**src/hdl/bmpru_pkg.sv**
```systemverilog
package bmpru_pkg;

    // Default sizes, overridable at the top level
    localparam int MAX_WIDTH_DEF     = 4096;
    localparam int MAX_HEIGHT_DEF    = 4096;
    localparam int PALETTE_DEPTH_DEF = 256;

    // Job queue between front and back
    localparam int QUEUE_DEPTH = 4;

    // Config port
    localparam int CFG_IDX_W  = 2;
    localparam int CFG_DATA_W = 13;

    // Output coordinate width
    localparam int COORD_W = 12;

    localparam logic [7:0] ALPHA_OPAQUE = 8'hFF;

    // Input command codes
    localparam logic CMD_PAL_WRITE = 1'b0;
    localparam logic CMD_PIXEL     = 1'b1;

    typedef enum logic [1:0] {
        FMT_1BPP  = 2'd0,
        FMT_4BPP  = 2'd1,
        FMT_8BPP  = 2'd2,
        FMT_24BPP = 2'd3
    } fmt_t;

    typedef enum logic [CFG_IDX_W-1:0] {
        REG_PIXEL_FORMAT = 2'd0,
        REG_IMAGE_WIDTH  = 2'd1,
        REG_IMAGE_HEIGHT = 2'd2
    } reg_idx_t;

    typedef enum logic {
        JOB_PAL_WRITE = 1'b0,
        JOB_PIXELS    = 1'b1
    } job_kind_t;

    // One classified beat. Palette write: data = index, color = entry.
    // Pixels: data = raw byte (palette formats), color = RGB (24 bpp).
    typedef struct packed {
        job_kind_t          kind;
        fmt_t               fmt;
        logic [7:0]         data;
        logic [23:0]        color;
        logic [COORD_W-1:0] x0;
        logic [3:0]         count;
        logic [COORD_W-1:0] row;
        logic               done;
    } job_t;

endpackage

```
**src/hdl/bmpru_if.sv**
```systemverilog
interface bmpru_in_if;
    logic        valid;
    logic        ready;
    logic        command;
    logic [7:0]  palette_index;
    logic [23:0] palette_color;
    logic [7:0]  data_byte;

    modport source (output valid, command, palette_index, palette_color, data_byte,
                    input ready);
    modport sink (input valid, command, palette_index, palette_color, data_byte,
                  output ready);
endinterface


interface bmpru_cfg_if;
    import bmpru_pkg::*;
    logic                  valid;
    logic                  ready;
    logic [CFG_IDX_W-1:0]  index;
    logic [CFG_DATA_W-1:0] data;

    modport source (output valid, index, data, input ready);
    modport sink (input valid, index, data, output ready);
endinterface

```
**src/hdl/bmpru_front.sv**
```systemverilog
module bmpru_front #(
    parameter int MAX_WIDTH  = bmpru_pkg::MAX_WIDTH_DEF,
    parameter int MAX_HEIGHT = bmpru_pkg::MAX_HEIGHT_DEF
) (
    input  logic             clk,
    input  logic             rst_n,
    bmpru_cfg_if.sink        cfg,
    bmpru_in_if.sink         din,
    input  logic             q_full,
    output logic             q_push,
    output bmpru_pkg::job_t  q_job
);
    import bmpru_pkg::*;

    localparam int WD_W    = $clog2(MAX_WIDTH + 1);
    localparam int HT_W    = $clog2(MAX_HEIGHT + 1);
    localparam int MAX_BPL = ((MAX_WIDTH * 3 + 3) / 4) * 4;
    localparam int BIR_W   = $clog2(MAX_BPL + 1);
    localparam int RB_W    = BIR_W + 1;
    localparam int XW      = BIR_W + 3;
    localparam int WCMP_W  = (WD_W > CFG_DATA_W) ? WD_W : CFG_DATA_W;
    localparam int HCMP_W  = (HT_W > CFG_DATA_W) ? HT_W : CFG_DATA_W;
    // divide by 3 through a reciprocal, exact below 2**BIR_W
    localparam int DIV_S   = BIR_W + 2;
    localparam int DIV_M_W = BIR_W + 1;
    localparam logic [DIV_M_W-1:0] DIV_M = DIV_M_W'(((1 << DIV_S) + 2) / 3);
    localparam int PROD_W  = BIR_W + DIV_M_W;

    fmt_t              fmt_reg;
    logic [CFG_DATA_W-1:0] width_reg, height_reg;
    logic [BIR_W-1:0]  bir_reg, bir_next;
    logic [HT_W-1:0]   row_reg, row_next;
    logic [15:0]       partial_reg, partial_next;
    logic              fin_reg, fin_next;

    logic [WD_W-1:0]   w_eff;
    logic [HT_W-1:0]   h_eff;
    logic [RB_W-1:0]   raw_bytes, bpl, bir_inc;
    logic              row_end, img_over, last_row, accept;
    logic [HT_W-1:0]   row_inc;
    logic [COORD_W-1:0] dest_row;
    logic [PROD_W-1:0] prod;
    logic [BIR_W-1:0]  quo;
    logic [1:0]        comp;
    logic              x24_in, x24_last;
    logic [1:0]        sh;
    logic [3:0]        per, n_pix;
    logic [XW-1:0]     x0, rem;
    logic              in_row, pal_done;

    assign cfg.ready = 1'b1;
    assign din.ready = !q_full;
    assign accept    = din.valid && din.ready;

    // effective dimensions: zero reads as one, saturate at the maximum
    always_comb
    begin
        if (width_reg == '0)
            w_eff = WD_W'(1);
        else if (WCMP_W'(width_reg) > WCMP_W'(MAX_WIDTH))
            w_eff = WD_W'(MAX_WIDTH);
        else
            w_eff = WD_W'(width_reg);

        if (height_reg == '0)
            h_eff = HT_W'(1);
        else if (HCMP_W'(height_reg) > HCMP_W'(MAX_HEIGHT))
            h_eff = HT_W'(MAX_HEIGHT);
        else
            h_eff = HT_W'(height_reg);
    end

    // row length in bytes, padded to four
    always_comb
    begin
        unique case (fmt_reg)
            FMT_1BPP:  raw_bytes = (RB_W'(w_eff) + RB_W'(7)) >> 3;
            FMT_4BPP:  raw_bytes = (RB_W'(w_eff) + RB_W'(1)) >> 1;
            FMT_8BPP:  raw_bytes = RB_W'(w_eff);
            FMT_24BPP: raw_bytes = (RB_W'(w_eff) << 1) + RB_W'(w_eff);
            default:   raw_bytes = RB_W'(w_eff);
        endcase
        bpl = (raw_bytes + RB_W'(3)) & ~RB_W'(3);
    end

    assign bir_inc  = RB_W'(bir_reg) + RB_W'(1);
    assign row_end  = (bir_inc >= bpl);
    assign row_inc  = row_reg + HT_W'(1);
    assign img_over = fin_reg || (row_reg >= h_eff);
    assign last_row = (row_reg == h_eff - HT_W'(1));
    assign dest_row = COORD_W'(h_eff - HT_W'(1) - row_reg);

    // 24 bpp: pixel = byte / 3, component = byte % 3
    assign prod     = PROD_W'(bir_reg) * PROD_W'(DIV_M);
    assign quo      = BIR_W'(prod >> DIV_S);
    assign comp     = 2'(bir_reg - ((quo << 1) + quo));
    assign x24_in   = XW'(quo) < XW'(w_eff);
    assign x24_last = XW'(quo) == (XW'(w_eff) - XW'(1));

    // palette formats
    always_comb
    begin
        unique case (fmt_reg)
            FMT_1BPP:  begin sh = 2'd3; per = 4'd8; end
            FMT_4BPP:  begin sh = 2'd1; per = 4'd2; end
            FMT_8BPP:  begin sh = 2'd0; per = 4'd1; end
            FMT_24BPP: begin sh = 2'd0; per = 4'd1; end
            default:   begin sh = 2'd0; per = 4'd1; end
        endcase
    end

    assign x0       = XW'(bir_reg) << sh;
    assign in_row   = x0 < XW'(w_eff);
    assign rem      = XW'(w_eff) - x0;
    assign n_pix    = (rem >= XW'(per)) ? per : rem[3:0];
    assign pal_done = last_row && (rem <= XW'(per));

    // job build
    always_comb
    begin
        q_job       = '0;
        q_job.fmt   = fmt_reg;
        q_job.row   = dest_row;
        q_push      = 1'b0;
        if (din.command == CMD_PAL_WRITE)
        begin
            q_job.kind  = JOB_PAL_WRITE;
            q_job.data  = din.palette_index;
            q_job.color = din.palette_color;
            q_push      = accept;
        end
        else if (fmt_reg == FMT_24BPP)
        begin
            q_job.kind  = JOB_PIXELS;
            q_job.color = {din.data_byte, partial_reg};
            q_job.x0    = COORD_W'(quo);
            q_job.count = 4'd1;
            q_job.done  = last_row && x24_last;
            q_push      = accept && !img_over && x24_in && (comp == 2'd2);
        end
        else
        begin
            q_job.kind  = JOB_PIXELS;
            q_job.data  = din.data_byte;
            q_job.x0    = COORD_W'(x0);
            q_job.count = n_pix;
            q_job.done  = pal_done;
            q_push      = accept && !img_over && in_row;
        end
    end

    // position state
    always_comb
    begin
        bir_next     = bir_reg;
        row_next     = row_reg;
        partial_next = partial_reg;
        fin_next     = fin_reg;
        if (accept && din.command == CMD_PIXEL)
        begin
            if (img_over)
                fin_next = 1'b1;
            else
            begin
                if (fmt_reg == FMT_24BPP && x24_in)
                begin
                    if (comp == 2'd0)
                        partial_next = {8'h00, din.data_byte};
                    else if (comp == 2'd1)
                        partial_next = {din.data_byte, partial_reg[7:0]};
                end
                if (row_end)
                begin
                    bir_next     = '0;
                    partial_next = '0;
                    row_next     = row_inc;
                    if (row_inc >= h_eff)
                        fin_next = 1'b1;
                end
                else
                    bir_next = bir_inc[BIR_W-1:0];
            end
        end
    end

    always_ff @(posedge clk or negedge rst_n)
    begin
        if (!rst_n)
        begin
            fmt_reg     <= FMT_24BPP;
            width_reg   <= CFG_DATA_W'(1);
            height_reg  <= CFG_DATA_W'(1);
            bir_reg     <= '0;
            row_reg     <= '0;
            partial_reg <= '0;
            fin_reg     <= 1'b0;
        end
        else
        begin
            bir_reg     <= bir_next;
            row_reg     <= row_next;
            partial_reg <= partial_next;
            fin_reg     <= fin_next;
            if (cfg.valid && cfg.ready)
            begin
                unique case (cfg.index)
                    REG_PIXEL_FORMAT: fmt_reg    <= fmt_t'(cfg.data[1:0]);
                    REG_IMAGE_WIDTH:  width_reg  <= cfg.data;
                    REG_IMAGE_HEIGHT: height_reg <= cfg.data;
                    default:          ;
                endcase
            end
        end
    end

endmodule

```
**src/flat_wrapper.sv**
```systemverilog
// flat-port wrapper written by rule: the top's interface ports become plain ports
module bmpru_front_flat import bmpru_pkg::*;
#(
    parameter int MAX_WIDTH  = bmpru_pkg::MAX_WIDTH_DEF,
    parameter int MAX_HEIGHT = bmpru_pkg::MAX_HEIGHT_DEF
)
  (clk, rst_n, q_full, q_push, q_job, cfg_valid, cfg_index, cfg_data, cfg_ready, din_valid, din_command, din_palette_index, din_palette_color, din_data_byte, din_ready);
  bmpru_cfg_if cfg_i ();
  bmpru_in_if din_i ();
  input  logic clk;
  input  logic rst_n;
  input  logic q_full;
  output logic q_push;
  output bmpru_pkg::job_t q_job;
  input wire logic [$bits(cfg_i.valid)-1:0] cfg_valid;
  input wire logic [$bits(cfg_i.index)-1:0] cfg_index;
  input wire logic [$bits(cfg_i.data)-1:0] cfg_data;
  output wire logic [$bits(cfg_i.ready)-1:0] cfg_ready;
  input wire logic [$bits(din_i.valid)-1:0] din_valid;
  input wire logic [$bits(din_i.command)-1:0] din_command;
  input wire logic [$bits(din_i.palette_index)-1:0] din_palette_index;
  input wire logic [$bits(din_i.palette_color)-1:0] din_palette_color;
  input wire logic [$bits(din_i.data_byte)-1:0] din_data_byte;
  output wire logic [$bits(din_i.ready)-1:0] din_ready;
  assign cfg_i.valid = cfg_valid;
  assign cfg_i.index = cfg_index;
  assign cfg_i.data = cfg_data;
  assign cfg_ready = cfg_i.ready;
  assign din_i.valid = din_valid;
  assign din_i.command = din_command;
  assign din_i.palette_index = din_palette_index;
  assign din_i.palette_color = din_palette_color;
  assign din_i.data_byte = din_data_byte;
  assign din_ready = din_i.ready;
  bmpru_front #(.MAX_WIDTH(MAX_WIDTH), .MAX_HEIGHT(MAX_HEIGHT)) u_core (.clk(clk), .rst_n(rst_n), .cfg(cfg_i), .din(din_i), .q_full(q_full), .q_push(q_push), .q_job(q_job));
endmodule
```
**config.mk**
```make
export PLATFORM = sky130hd
export DESIGN_NAME = bmpru_front_flat
export DESIGN_NICKNAME = d
export VERILOG_FILES = /design/src/hdl/bmpru_pkg.sv /design/src/hdl/bmpru_if.sv /design/src/hdl/bmpru_front.sv /design/src/flat_wrapper.sv
export SDC_FILE = /design/constraint.sdc
export NUM_CORES = 1
export LEC_CHECK = 0
export BUFFER_PORTS_ARGS = -buffer_cell sky130_fd_sc_hd__buf_2
export CAP_MARGIN = 20
export CORE_MARGIN = 10
export CORE_UTILIZATION = 57
export DETAILED_ROUTE_END_ITERATION = 10
export PLACE_DENSITY_LB_ADDON = 0.25
export SLEW_MARGIN = 10
export SYNTH_ARGS = -nofsm -noshare
export SYNTH_HDL_FRONTEND = slang
export SYNTH_SLANG_ARGS = --single-unit
```
**constraint.sdc**
```tcl
create_clock -name clk -period 7.5 [get_ports clk]
set_input_delay 0.75 -clock clk [delete_from_list [all_inputs] [get_ports clk]]
set_output_delay 0.75 -clock clk [all_outputs]
set_load 0.005 [all_outputs]
```
==> results.sh <==
export IMPL_yosysSeqAreaShare_pct=13.5
export IMPL_clock_sinks=72
export IMPL_drc_errors=0
export IMPL_crit_type="flip-flop to output pin"
export IMPL_synth_cells=1647
export IMPL_yosysTopAreaCell="ha_1"
export IMPL_top_layer="met4"
export IMPL_fill_cells=1952
export IMPL_fmax_mhz=130
export IMPL_period_needed_ns=7.71
export IMPL_total_power_mw=4.37
export IMPL_crit_slowest_cell="fa_1"
export IMPL_largest_reg_flops=16
export IMPL_clock_path_buffers=2
export IMPL_p_per_area_mw_per_mm2=276
export IMPL_ir_worst_vdd_mv=0.216
export IMPL_ys_seq_elements=72
export IMPL_die_h_um=173
export IMPL_tightest_slew_ns=0.943
export IMPL_fin_ws_ns=-0.211
export IMPL_final_cell_area_mm2=0.0159
export IMPL_synth_edff_count=0
export IMPL_synth_avg_cell_area_um2=8.14
export IMPL_wl_um=45400
export IMPL_area_growth_pct=18.4
export IMPL_nNetsFinal=2154
export IMPL_num_rows=56
export IMPL_io_pins=128
export IMPL_cts_tree="done"
export IMPL_dr_wl_met3_um=3160
export IMPL_period_share_pct=103
export IMPL_die_x_um=173
export IMPL_clockPowerShare_pct=10.2
export IMPL_synth_fp_nets=1972
export IMPL_met2_length_um=21600
export IMPL_hold_viol=0
export IMPL_drt_pass1_iterations=8
export IMPL_p_sw_share_pct=51.9
export IMPL_combPwrFrac_pct=77.9
export IMPL_critPathMaxFanout=3
export IMPL_overflow=0
export IMPL_status="finished with violations"
export IMPL_placed_area_mm2=0.0149
export IMPL_ant_nets=0
export IMPL_yosysTopAreaCellShare_pct=19.0
export IMPL_fp_coreArea_mm2=0.0233
export IMPL_finalSetupViolCount=1
export IMPL_antenna_found_initial=0
export IMPL_drive_gt1_share_pct=21.8
export IMPL_start_util_pct=57.4
export IMPL_vias_per_cell=6.15
export IMPL_p_int_mw=2.10
export IMPL_rsz0062_at_grt="yes"
export IMPL_synth_area_mm2=0.0134
export IMPL_maxSlewHeadroom_pct=37.1
export IMPL_vias=13232
export IMPL_yosysWarnings=0
export IMPL_wire_per_inst_um=21.1
export IMPL_slew_violations=0
export IMPL_ys_async_sr_fraction_pct=100
export IMPL_antenna_cells=0
export IMPL_ys_types=90
export IMPL_cp_start_kind="flip-flop"
export IMPL_p_sw_mw=2.27
export IMPL_grt_pass1_wl_um=71300
export IMPL_grt_max_degree=74
export IMPL_cp_required_ns=6.75
export IMPL_ys_flop_type="dfrtp_1"
export IMPL_dp_cells=2111
export IMPL_crit_arrival_ns=6.96
export IMPL_cts_root_buffer="clkbuf_16"
export IMPL_insertion_delay_ns=0.34
export IMPL_critPathCaptureType="output pin"
export IMPL_cts_buffers=9
export IMPL_grt_pass1_vias=13175
export IMPL_power_leakage_nw=7.82
export IMPL_m1WireLength_um=18400
export IMPL_hold_slack_ns=0.515
export IMPL_hp_class="flip-flop to flip-flop"
export IMPL_drt_iter0_drc=1243
export IMPL_violations="negative setup slack"
export IMPL_hpwl_um=36100
export IMPL_yosys_top_cells_count="inv_1, ha_1, nand2_1"
export IMPL_cap_violations=0
export IMPL_clkTransAtPathRegs_ns=0.07
export IMPL_synthTopCellsByArea="ha_1, dfrtp_1, fa_1"
export IMPL_fin_skew_ns=0.0133
export IMPL_numPortBuffers=126
export IMPL_grt_util_all_layers_pct=29.2
export IMPL_place_gp_congestion=0.994
export IMPL_cts_max_level=3
export IMPL_seq_power_share_pct=11.9
export IMPL_dieArea_mm2=0.0300
export IMPL_synth_most_common_cell="inv_1"
export IMPL_instances_no_fill=2153
export IMPL_max_stage_delay_ns=0.54
==> area by class of cell <==
class	instances	area [um^2]	share of cell area, %
multi-input cells	1288	11000	69.3
clock inverters	6	68.8	0.434
well taps	319	399	2.52
repair buffers	245	1560	9.82
inverters	213	806	5.08
clock buffers	10	229	1.44
flip-flops and latches	72	1810	11.4
==> layer usage <==
layer	vias to the layer above	global-route usage (%)
met5	-	0
li1	6157	-
met4	0	14.7
met3	128	3.59
met2	614	49.2
met1	6333	36.0
==> worst max-delay path: cells and delay by family, from the launching register on <==
kind	cells	cell delay, ns
flip-flops	1	0.42
buffers and inverters	5	0.59
AND/OR/NAND/NOR	2	0.20
AO/OA/AOI/OAI	11	2.31
adder cells (fa/ha/maj)	8	2.94
XOR/XNOR	1	0.15
==> final timing paths <==
kind	startpoint	endpoint	slack [ns]	depth (start not counted)
worst min register to register	u_core.partial_reg[10]	u_core.partial_reg[10]	0.51	2
worst max register to register	u_core.bir_reg[4]	u_core.partial_reg[15]	0.39	27
worst min-delay path	u_core.partial_reg[10]	u_core.partial_reg[10]	0.51	2
worst max-delay path	u_core.bir_reg[5]	q_push	-0.21	27
max in group asynchronous	rst_n	u_core.bir_reg[6]	6.30	1
min in group asynchronous	rst_n	u_core.partial_reg[2]	0.54	1
==> power groups by stage <==
stage | clock [mW] | combinational (mW) | sequential, mW
2_1_floorplan | 0 | 2.14 | 0.491
3_3_place_gp | 0 | 3.04 | 0.518
3_5_place_dp | 0 | 3.09 | 0.520
4_1_cts | 0.449 | 3.24 | 0.517
5_1_grt | 0.466 | 3.70 | 0.529
6_report | 0.446 | 3.41 | 0.522
==> per-stage QoR <==
stage | setup WS, ns | setup TNS [ns] | util (%)
after floorplan | 0.0153 | 0 | -
after global placement | -0.213 | -0.213 | 63.7
after detailed placement | -0.263 | -0.263 | 63.7
after CTS | -0.152 | -0.152 | 67.2
after global routing | -0.396 | -0.460 | 68.0
final | -0.211 | -0.211 | 68.0
==> cells in the final DEF, fill, tap and decap left out, drive strengths merged, types with 6 or more instances in the layout <==
| cell | instances |
|---|---|
| buf | 245 |
| inv | 212 |
| ha | 204 |
| nand2 | 123 |
| xnor2 | 105 |
| o21ai | 99 |
| nor2 | 89 |
| a21oi | 75 |
| dfrtp | 68 |
| fa | 60 |
| nand3 | 52 |
| and3 | 32 |
| nor3 | 31 |
| nand4 | 30 |
| mux2 | 30 |
| nor2b | 29 |
| a21o | 25 |
| nand2b | 22 |
| xor2 | 22 |
| o22ai | 20 |
| a32oi | 19 |
| mux2i | 16 |
| nor4 | 15 |
| o21a | 13 |
| a211oi | 11 |
| clkbuf | 10 |
| a21boi | 10 |
| o211ai | 9 |
| o31ai | 9 |
| a31oi | 8 |
| or2 | 7 |
| a22o | 7 |
| a211o | 6 |
| and2 | 6 |
| a2111oi | 6 |
==> repair_timing <==
action / CTS / global route
endpoints found under the hold margin: 0 / 0
setup endpoints to repair: 2 / 2
pin swaps: 56 / 20
setup buffers: 20 / 6
resized for setup: 61 / 21
hold buffers: 0 / 0
==> logic make-up after synthesis <==
kind of cell	count (synthesis)	share of synthesized area, %
flip-flops	72	13.5
multiplexers	48	4.05
AO/OA/AOI/OAI	378	19.5
other	1	0.0280
adder cells (fa/ha/maj)	265	28.1
buffers and inverters	287	8.25
XOR/XNOR	131	8.98
AND/OR/NAND/NOR	465	17.6
Power figures use the tool's default switching activity.
