File: src/hdl/bmpru_pkg.sv
package bmpru_pkg;

    // Default sizes, overridable at the top level
    localparam int MAX_WIDTH_DEF     = 4096;
    localparam int MAX_HEIGHT_DEF    = 4096;
    localparam int PALETTE_DEPTH_DEF = 256;

    // Job queue between front and back
    localparam int QUEUE_DEPTH = 4;

    // Config port
    localparam int CFG_IDX_W  = 2;
    localparam int CFG_DATA_W = 13;

    // Output coordinate width
    localparam int COORD_W = 12;

    localparam logic [7:0] ALPHA_OPAQUE = 8'hFF;

    // Input command codes
    localparam logic CMD_PAL_WRITE = 1'b0;
    localparam logic CMD_PIXEL     = 1'b1;

    typedef enum logic [1:0] {
        FMT_1BPP  = 2'd0,
        FMT_4BPP  = 2'd1,
        FMT_8BPP  = 2'd2,
        FMT_24BPP = 2'd3
    } fmt_t;

    typedef enum logic [CFG_IDX_W-1:0] {
        REG_PIXEL_FORMAT = 2'd0,
        REG_IMAGE_WIDTH  = 2'd1,
        REG_IMAGE_HEIGHT = 2'd2
    } reg_idx_t;

    typedef enum logic {
        JOB_PAL_WRITE = 1'b0,
        JOB_PIXELS    = 1'b1
    } job_kind_t;

    // One classified beat. Palette write: data = index, color = entry.
    // Pixels: data = raw byte (palette formats), color = RGB (24 bpp).
    typedef struct packed {
        job_kind_t          kind;
        fmt_t               fmt;
        logic [7:0]         data;
        logic [23:0]        color;
        logic [COORD_W-1:0] x0;
        logic [3:0]         count;
        logic [COORD_W-1:0] row;
        logic               done;
    } job_t;

endpackage

File: src/hdl/bmpru_queue.sv
module bmpru_queue (
    input  logic             clk,
    input  logic             rst_n,
    input  logic             push,
    input  bmpru_pkg::job_t  push_job,
    output logic             full,
    input  logic             pop,
    output logic             head_valid,
    output bmpru_pkg::job_t  head
);
    import bmpru_pkg::*;

    localparam int AW = $clog2(QUEUE_DEPTH);
    localparam int CW = $clog2(QUEUE_DEPTH + 1);

    job_t          slot_reg [QUEUE_DEPTH];
    logic [AW-1:0] wr_ptr_reg, wr_ptr_next;
    logic [AW-1:0] rd_ptr_reg, rd_ptr_next;
    logic [CW-1:0] cnt_reg, cnt_next;

    assign full       = (cnt_reg == CW'(QUEUE_DEPTH));
    assign head_valid = (cnt_reg != '0);
    assign head       = slot_reg[rd_ptr_reg];

    always_comb
    begin
        wr_ptr_next = wr_ptr_reg;
        rd_ptr_next = rd_ptr_reg;
        cnt_next    = cnt_reg;
        if (push)
            wr_ptr_next = (wr_ptr_reg == AW'(QUEUE_DEPTH - 1)) ? '0 : wr_ptr_reg + AW'(1);
        if (pop)
            rd_ptr_next = (rd_ptr_reg == AW'(QUEUE_DEPTH - 1)) ? '0 : rd_ptr_reg + AW'(1);
        if (push && !pop)
            cnt_next = cnt_reg + CW'(1);
        else if (pop && !push)
            cnt_next = cnt_reg - CW'(1);
    end

    always_ff @(posedge clk or negedge rst_n)
    begin
        if (!rst_n)
        begin
            wr_ptr_reg <= '0;
            rd_ptr_reg <= '0;
            cnt_reg    <= '0;
        end
        else
        begin
            wr_ptr_reg <= wr_ptr_next;
            rd_ptr_reg <= rd_ptr_next;
            cnt_reg    <= cnt_next;
        end
    end

    always_ff @(posedge clk)
    begin
        if (push)
            slot_reg[wr_ptr_reg] <= push_job;
    end

    a_no_overflow: assert property (@(posedge clk) disable iff (!rst_n)
        push |-> (!full || pop))
        else $error("queue push while full");

    a_no_underflow: assert property (@(posedge clk) disable iff (!rst_n)
        pop |-> head_valid)
        else $error("queue pop while empty");

    a_count_bound: assert property (@(posedge clk) disable iff (!rst_n)
        cnt_reg <= CW'(QUEUE_DEPTH))
        else $error("queue count out of range");

endmodule

File: config.mk
export PLATFORM = sky130hd
export DESIGN_NAME = bmpru_queue
export DESIGN_NICKNAME = d
export VERILOG_FILES = /design/src/hdl/bmpru_pkg.sv /design/src/hdl/bmpru_queue.sv
export SDC_FILE = /design/constraint.sdc
export NUM_CORES = 1
export LEC_CHECK = 0
export ABC_AREA = 1
export BUFFER_PORTS_ARGS = -buffer_cell sky130_fd_sc_hd__buf_2
export CAP_MARGIN = 25
export CORE_UTILIZATION = 25
export CTS_BUF_LIST = sky130_fd_sc_hd__clkbuf_4 sky130_fd_sc_hd__clkbuf_8
export CTS_CLUSTER_SIZE = 40
export DETAILED_ROUTE_END_ITERATION = 16
export SLEW_MARGIN = 20
export SYNTH_ARGS = -nofsm -noshare
export SYNTH_HDL_FRONTEND = slang
export SYNTH_SLANG_ARGS = --single-unit
File: constraint.sdc
create_clock -name clk -period 2.9 [get_ports clk]
set_input_delay 0.435 -clock clk [delete_from_list [all_inputs] [get_ports clk]]
set_output_delay 0.435 -clock clk [all_outputs]
set_load 0.005 [all_outputs]
==> results of run 1 <==
[final cells by class]
cell class	instances	area (um2)	area share
Sequential cell	263	7860	0.607
Multi-Input combinational cell	354	1890	0.146
Timing Repair Buffer	171	1080	0.0830
Clock buffer	62	772	0.0596
Tap cell	539	674	0.0520
Inverter	141	539	0.0416
Clock inverter	22	140	0.0108
Antenna cell	1	2.50	0.000193
[power by group]
| part | switching, W | internal (W) |
|---|---|---|
| logic | 0.00218 | 0.00123 |
| registers | 0.000160 | 0.00488 |
| clock network | 0.00146 | 0.00190 |
[stage by stage]
step / hold WS [ps] / area [um2] / std cells / util / worst slack [ps]
6_report: 78.4 / 13000 / 1553 / 0.308 / 232
5_1_grt: 2.37 / 13000 / 1553 / 0.308 / 39.7
3_3_place_gp: 283 / 11800 / 1443 / 0.281 / 852
4_1_cts: 0.375 / 12900 / 1551 / 0.308 / 138
3_5_place_dp: 286 / 11800 / 1443 / 0.281 / 829
2_1_floorplan: 139 / 10700 / 800 / - / 577
[kinds of logic after synthesis]
family	Yosys count	share of synthesized area
AO/OA/AOI/OAI	132	0.0921
XOR/XNOR	1	0.000822
adder cells (fa/ha/maj)	7	0.00892
buffers and inverters	183	0.0845
flip-flops	263	0.738
AND/OR/NAND/NOR	214	0.0758
[routing by layer]
layer | up-vias | share of wire | track usage
met1 | 2983 | 0.43 | 0.121
met2 | 144 | 0.48 | 0.172
met5 | - | 0.00059 | 0
met3 | 33 | 0.061 | 0.0374
li1 | 3156 | - | -
met4 | 2 | 0.022 | 0.0388
[synth_stat cells]
cell type,number,area (um2)
nand3_1,1,5.00
nor2_1,2,7.51
edfxtp_1,256,7690
buf_6,26,293
o21ai_0,3,15.0
fa_1,1,20.0
ha_1,6,75.1
nand4_1,1,6.26
dfrtp_1,7,175
nand2_1,209,785
o21ai_1,1,5.00
xnor2_1,1,8.76
clkbuf_1,1,3.75
buf_2,15,75.1
inv_1,140,526
nor3_1,1,5.00
o211ai_1,128,961
inv_2,1,3.75
[final timing paths]
path / startpoint / to / slack, ps
min: push_job[45] / slot_reg[3][45] / 80
max in group asynchronous: rst_n / rd_ptr_reg[1] / 2500
min reg2reg: cnt_reg[2] / cnt_reg[2] / 480
max: rd_ptr_reg[0] / head[18] / 230
min in group asynchronous: rst_n / cnt_reg[1] / 220
max reg2reg: wr_ptr_reg[0] / slot_reg[2][16] / 1210
==> impl_metrics.json, run 1 <==
{
  "fin_crit_ps": 2670,
  "yosysSeqAreaShare": 0.738,
  "cp.required_ps": 2470,
  "cpLargestDelayFamily": "buffers and inverters",
  "grtUsageTotal": 0.103,
  "wire_per_inst_um": 14.2,
  "fp.dieArea_mm2": 0.0435,
  "max-cap-violations": 0,
  "clock_path_buffers": 3,
  "h-tree-depth": 2,
  "io_buffers": 133,
  "ios": 134,
  "cts_resized": 0,
  "antenna_found_initial": 3,
  "p_total_w": 0.0118,
  "hold_violations": 0,
  "crit_buf_inv": 3,
  "max_stage_delay_ps": 430,
  "finalCritPeriodShare": 0.920,
  "drt_iter0_markers": 285,
  "cp_cell_sequence": "clkinv_4, buf_12, nand2_1, o211ai_1, nand2_1, buf_2",
  "die_x_um": 208,
  "cts_tree": "yes",
  "synth-seq-cells": 263,
  "routed_wirelength_mm": 22.0,
  "endpoint_kind": "output pin",
  "setup-violations-final": 0,
  "cp.depth": 6,
  "drive_gt1_frac": 0.218,
  "root_buffer": "clkbuf_8",
  "grt_pass1_vias": 6331,
  "max-vdd-ir-drop_mv": 0.583,
  "nFillCells": 4238,
  "status": "completed",
  "post-cts-setup-buffer-count": 0,
  "ys_types": 18,
  "arrival_ps": 2230,
  "largest_reg_flops": 256,
  "syn_avg_cell_area_um2": 13.3,
  "rr_worst_depth": 5,
  "tightestPinTransition_ps": 875,
  "path_max_fanout": 120,
  "ys.warnings.count": 0,
  "synth_cells": 800,
  "core-area_mm2": 0.0420,
  "relSlewSlack": 0.417,
  "firstDrtPassIters": 5,
  "hp-class": "in -> reg",
  "crit_type": "reg -> out",
  "via_per_inst": 4.07,
  "drc": 0,
  "start_util": 0.253,
  "clock_latency_ps": 580,
  "num_rows": 75,
  "vias": 6318,
  "hpwl_mm": 12.3,
  "netlist_area_mm2": 0.0107,
  "layout_common_cells": "256 x edfxtp_1, 209 x nand2_1, 135 x inv_1, 133 x buf_2, 128 x o211ai_1",
  "fin_tns_setup_ps": 0,
  "die_h_um": 208,
  "gp_congestion": 0.669,
  "pwr_density_cell_mw_per_mm2": 911,
  "cp_common_cell": "nand2_1",
  "ant_nets": 0,
  "fin_nets": 1052,
  "slowest_stage": "dfrtp_1",
  "leakage_nw": 5.19,
  "grt-ovfl-total": 0,
  "path_clk_slew_ps": 60,
  "holdBufCountCts": 24,
  "crit_path_start_kind": "register",
  "drv_slew": 0,
  "grt_first_pass_wirelength_mm": 34.4,
  "numClockSinks": 263,
  "rsz0062_at_grt": "false",
  "grt_max_degree": 121,
  "cts_made_buffers": 46,
  "hold_depth": 1,
  "finClkSkew_ps": 27.0,
  "timing.fmax_ghz": 0.375,
  "layout_commonest_cell": "edfxtp_1",
  "syn_nets": 875,
  "synthToLayoutAreaGrowth_pct": 21.6
}
No activity file was read; power rests on OpenSTA's default activity.
==> run 2: changes to the inputs <==
==> constraint.sdc (replaced) <==
create_clock -name clk -period 2.9 [get_ports clk]
set_input_delay 0.29 -clock clk [delete_from_list [all_inputs] [get_ports clk]]
set_output_delay 0.29 -clock clk [all_outputs]
set_load 0.005 [all_outputs]
==> impl_metrics.json, run 2 (synthesized netlist as in run 1, its figures left out) <==
{
  "pwr-share-comb": 0.288,
  "grt-ovfl-total": 0,
  "path_clk_slew_ps": 60,
  "cp.required_ps": 2610,
  "switchingPower_w": 0.00387,
  "pwr_density_cell_mw_per_mm2": 905,
  "max-cap-violations": 0,
  "fp.dieArea_mm2": 0.0435,
  "fin_crit_ps": 2580,
  "ant_nets": 0,
  "p_total_w": 0.0122,
  "vias": 6538,
  "tightestPinTransition_ps": 923,
  "rsz0062_at_grt": "false",
  "p_sw_frac": 0.317,
  "relSlewSlack": 0.385,
  "grt_max_degree": 93,
  "die_h_um": 208,
  "final-seq-area_mm2": 0.00786,
  "drc": 0,
  "die_x_um": 208,
  "largest_reg_flops": 256,
  "fin_tns_setup_ps": 0,
  "multiInputGateArea_mm2": 0.00189,
  "clock_path_buffers": 3,
  "core-area_mm2": 0.0420,
  "cts_made_buffers": 45,
  "leakage_nw": 5.41,
  "cts_tree": "yes",
  "numClockSinks": 263,
  "seqPwrFrac": 0.413,
  "routed_wirelength_mm": 22.7,
  "nFillCells": 4233,
  "arrival_ps": 2290,
  "via_per_inst": 4.10,
  "ios": 134,
  "synthToLayoutAreaGrowth_pct": 26.4,
  "gp_congestion": 0.675,
  "hpwl_mm": 12.9,
  "firstDrtPassIters": 4,
  "io_buffers": 133,
  "start_util": 0.253,
  "layout_common_cells": "256 x edfxtp_1, 209 x nand2_1, 135 x inv_1, 133 x buf_2, 128 x o211ai_1",
  "post-cts-setup-buffer-count": 0,
  "fin_nets": 1095,
  "clock_latency_ps": 570,
  "cts_resized": 0,
  "antenna_found_initial": 0,
  "num_rows": 75,
  "grt_pass1_vias": 6556,
  "crit_type": "reg -> out",
  "root_buffer": "clkbuf_8",
  "hold_violations": 0,
  "insertedDiodeCount": 0,
  "timing.fmax_ghz": 0.387,
  "p_int_w": 0.00832,
  "path_max_fanout": 68,
  "drive_gt1_frac": 0.216,
  "finClkSkew_ps": 14.8,
  "drt_iter0_markers": 219,
  "grt_first_pass_wirelength_mm": 35.5,
  "setup-violations-final": 0,
  "status": "completed",
  "hp-class": "in -> async",
  "crit_path_start_kind": "register",
  "h-tree-depth": 2,
  "layout_commonest_cell": "edfxtp_1",
  "finalCritPeriodShare": 0.891,
  "wire_per_inst_um": 14.3,
  "max-vdd-ir-drop_mv": 0.457,
  "grtUsageTotal": 0.106,
  "drv_slew": 0,
  "endpoint_kind": "output pin",
  "clkPwrFrac": 0.299
}
-- run 2: cell type report --
| type | count | area share |
|---|---|---|
| multi-input combinational | 354 | 0.141 |
| sequential | 263 | 0.584 |
| clock inverter | 24 | 0.0194 |
| timing repair buffer | 215 | 0.112 |
| inverter | 141 | 0.0400 |
| clock buffer | 58 | 0.0541 |
| tap | 539 | 0.0501 |
-- run 2: worst paths after layout --
kind	startpoint	endpoint	slack, ps	cells after the start
max	rd_ptr_reg[0]	head[36]	320	6
min	rst_n	cnt_reg[0]	90	2
max reg2reg	rd_ptr_reg[1]	rd_ptr_reg[1]	1120	4
min reg2reg	cnt_reg[2]	cnt_reg[2]	470	2
max in group asynchronous	rst_n	rd_ptr_reg[1]	2630	2
min in group clk	cnt_reg[2]	cnt_reg[2]	470	2
-- run 2: repair_timing --
action	4_1_cts	5_1_grt
hold buffers	67	0
endpoints found under the setup margin	0	0
endpoints found under the hold margin	267	0
-- run 2: stage by stage --
| step | hold slack [ps] | cell area, um2 | setup slack [ps] | utilization | std cells |
|---|---|---|---|---|---|
| floorplan | -5.59 | 10700 | 577 | - | 800 |
| global placement | 137 | 11800 | 914 | 0.281 | 1445 |
| detailed placement | 143 | 11800 | 874 | 0.281 | 1445 |
| CTS | 23.4 | 13500 | 216 | 0.320 | 1594 |
| global route | 79.9 | 13500 | 47.9 | 0.320 | 1594 |
| finish | 85.4 | 13500 | 315 | 0.320 | 1594 |
-- run 2: metal layers --
metal	vias to the layer above	GRT usage	wire, um
met3	34	0.0266	1080
met4	0	0.0457	523
met5	-	0	0
met1	3122	0.127	9990
met2	142	0.181	11100
li1	3240	-	-
-- run 2: power groups by stage --
| stage | combinational [W] | clock, W | sequential (W) |
|---|---|---|---|
| after detailed placement | 0.00355 | 0 | 0.00511 |
| after global placement | 0.00350 | 0 | 0.00509 |
| after floorplan | 0.00230 | 0 | 0.00510 |
| final | 0.00351 | 0.00365 | 0.00503 |
| after global routing | 0.00400 | 0.00393 | 0.00508 |
| after CTS | 0.00364 | 0.00379 | 0.00503 |
-- run 2: worst max-delay path, cell delays in order, from the launching register on --
cell	delay, ps
dfrtp_1	430
clkinv_4	240
buf_4	570
nand2_1	110
o211ai_1	110
nand2_1	70
buf_2	130
==> run 3: changes to the inputs <==
Settings changed: CELL_PAD_IN_SITES_DETAIL_PLACEMENT set to 2, CELL_PAD_IN_SITES_GLOBAL_PLACEMENT set to 2, PLACE_DENSITY_LB_ADDON set to 0.1.
==> impl_metrics.json, run 3 (synthesized netlist as in run 1, its figures left out) <==
{
  "status": "completed",
  "crit_type": "reg -> out",
  "leakage_nw": 5.42,
  "p_sw_frac": 0.334,
  "start_util": 0.253,
  "cp.required_ps": 2610,
  "grtUsageTotal": 0.130,
  "die_x_um": 208,
  "ios": 134,
  "clkPwrFrac": 0.286,
  "final_cell_area_mm2": 0.0135,
  "synthToLayoutAreaGrowth_pct": 26.3,
  "max-cap-violations": 0,
  "p_int_w": 0.00815,
  "fin_crit_ps": 2550,
  "root_buffer": "clkbuf_8",
  "gp_congestion": 0.651,
  "utilization": 0.320,
  "fin_tns_setup_ps": 0,
  "cts_resized": 0,
  "switchingPower_w": 0.00409,
  "grt_pass1_vias": 7508,
  "max_stage_delay_ps": 450,
  "layout_commonest_cell": "edfxtp_1",
  "hold_violations": 0,
  "fp.dieArea_mm2": 0.0435,
  "clock_path_buffers": 3,
  "hpwl_mm": 15.8,
  "drv_slew": 0,
  "slowest_stage": "buf_4",
  "routed_wirelength_mm": 27.3,
  "antenna_found_initial": 0,
  "drc": 0,
  "ant_nets": 0,
  "h-tree-depth": 2,
  "grt_first_pass_wirelength_mm": 42.6,
  "setup-violations-final": 0,
  "via_per_inst": 4.25,
  "dpl_cell_area_mm2": 0.0118,
  "insertedDiodeCount": 0,
  "stdcell_count": 1600,
  "wire_per_inst_um": 17.1,
  "seqPwrFrac": 0.412,
  "path_max_fanout": 44,
  "tightestPinTransition_ps": 967,
  "fin_nets": 1100,
  "drt_iter0_markers": 188,
  "rsz0062_at_grt": "false",
  "max-vdd-ir-drop_mv": 0.300,
  "path_clk_slew_ps": 50,
  "finClkSkew_ps": 18.1,
  "io_buffers": 133,
  "dp_cells": 1446,
  "vias": 6805,
  "cp_cell_sequence": "inv_6, buf_4, nand2_1, o211ai_1, nand2_1, buf_2",
  "num_rows": 75,
  "hp-class": "in -> async",
  "endpoint_kind": "output pin",
  "die_h_um": 208,
  "arrival_ps": 2260,
  "core-area_mm2": 0.0420,
  "timing.fmax_ghz": 0.393,
  "pwr-share-comb": 0.303,
  "grt-ovfl-total": 0,
  "crit_path_start_kind": "register",
  "relSlewSlack": 0.356,
  "largest_reg_flops": 256,
  "grt_max_degree": 66,
  "cts_made_buffers": 49,
  "cts_tree": "yes",
  "finalCritPeriodShare": 0.878,
  "numClockSinks": 263,
  "cp_common_cell": "nand2_1",
  "layout_common_cells": "256 x edfxtp_1, 209 x nand2_1, 135 x inv_1, 133 x buf_2, 128 x o211ai_1",
  "clock_latency_ps": 600,
  "post-cts-setup-buffer-count": 0,
  "drive_gt1_frac": 0.217,
  "pwr_density_cell_mw_per_mm2": 909,
  "firstDrtPassIters": 4
}
==> run 3: per-layer routing <==
layer	track usage	vias up	part of all wire
li1	-	3237	-
met1	0.163	3405	0.45
met2	0.214	121	0.48
met3	0.0306	42	0.043
met4	0.0524	0	0.022
met5	0	-	0
==> run 3: worst paths after layout <==
| check | startpoint | end | slack [ps] | cells after the start |
|---|---|---|---|---|
| min in group clk | push_job[61] | slot_reg[1][61] | 440 | 2 |
| setup reg to reg | wr_ptr_reg[1] | slot_reg[1][21] | 1050 | 5 |
| max in group asynchronous | rst_n | rd_ptr_reg[1] | 2640 | 2 |
| hold reg to reg | cnt_reg[2] | cnt_reg[2] | 470 | 2 |
| hold / removal | rst_n | cnt_reg[2] | 70 | 2 |
| setup / recovery | rd_ptr_reg[0] | head[21] | 350 | 6 |
==> run 3: power groups by stage <==
stage	sequential [W]	clock (W)	combinational, W
finish	0.00504	0.00350	0.00370
global route	0.00510	0.00384	0.00423
CTS	0.00505	0.00369	0.00389
detailed placement	0.00512	0	0.00381
global placement	0.00510	0	0.00379
floorplan	0.00510	0	0.00230
==> run 3: critical path: cells and delay by family, from the launching register on <==
kind,cells,cell delay [ps]
and+or+nand+nor,2,220
DFF,1,440
AOI/OAI and AO/OA,1,120
buffers and inverters,3,840
==> run 3: final cells by class <==
type | count | area [um2]
inverters | 141 | 534
multi-input cells | 354 | 1890
repair buffers | 216 | 1540
clock inverters | 17 | 96.3
well taps | 539 | 674
clock buffers | 70 | 857
flip-flops and latches | 263 | 7860
fillers | 4509 | 28600
==> run 3: metrics by stage <==
stage	setup slack [ps]	power, W	hold WS (ps)
after floorplan	577	0.00740	-5.59
after global placement	918	0.00889	158
after detailed placement	906	0.00893	151
after CTS	223	0.0126	1.63
after global routing	140	0.0132	57.2
final	353	0.0122	72.6
==> run 3: what timing repair did <==
action                                  4_1_cts  5_1_grt
hold buffers                                 67        0
endpoints found under the hold margin       267        0
endpoints found under the setup margin        0        0
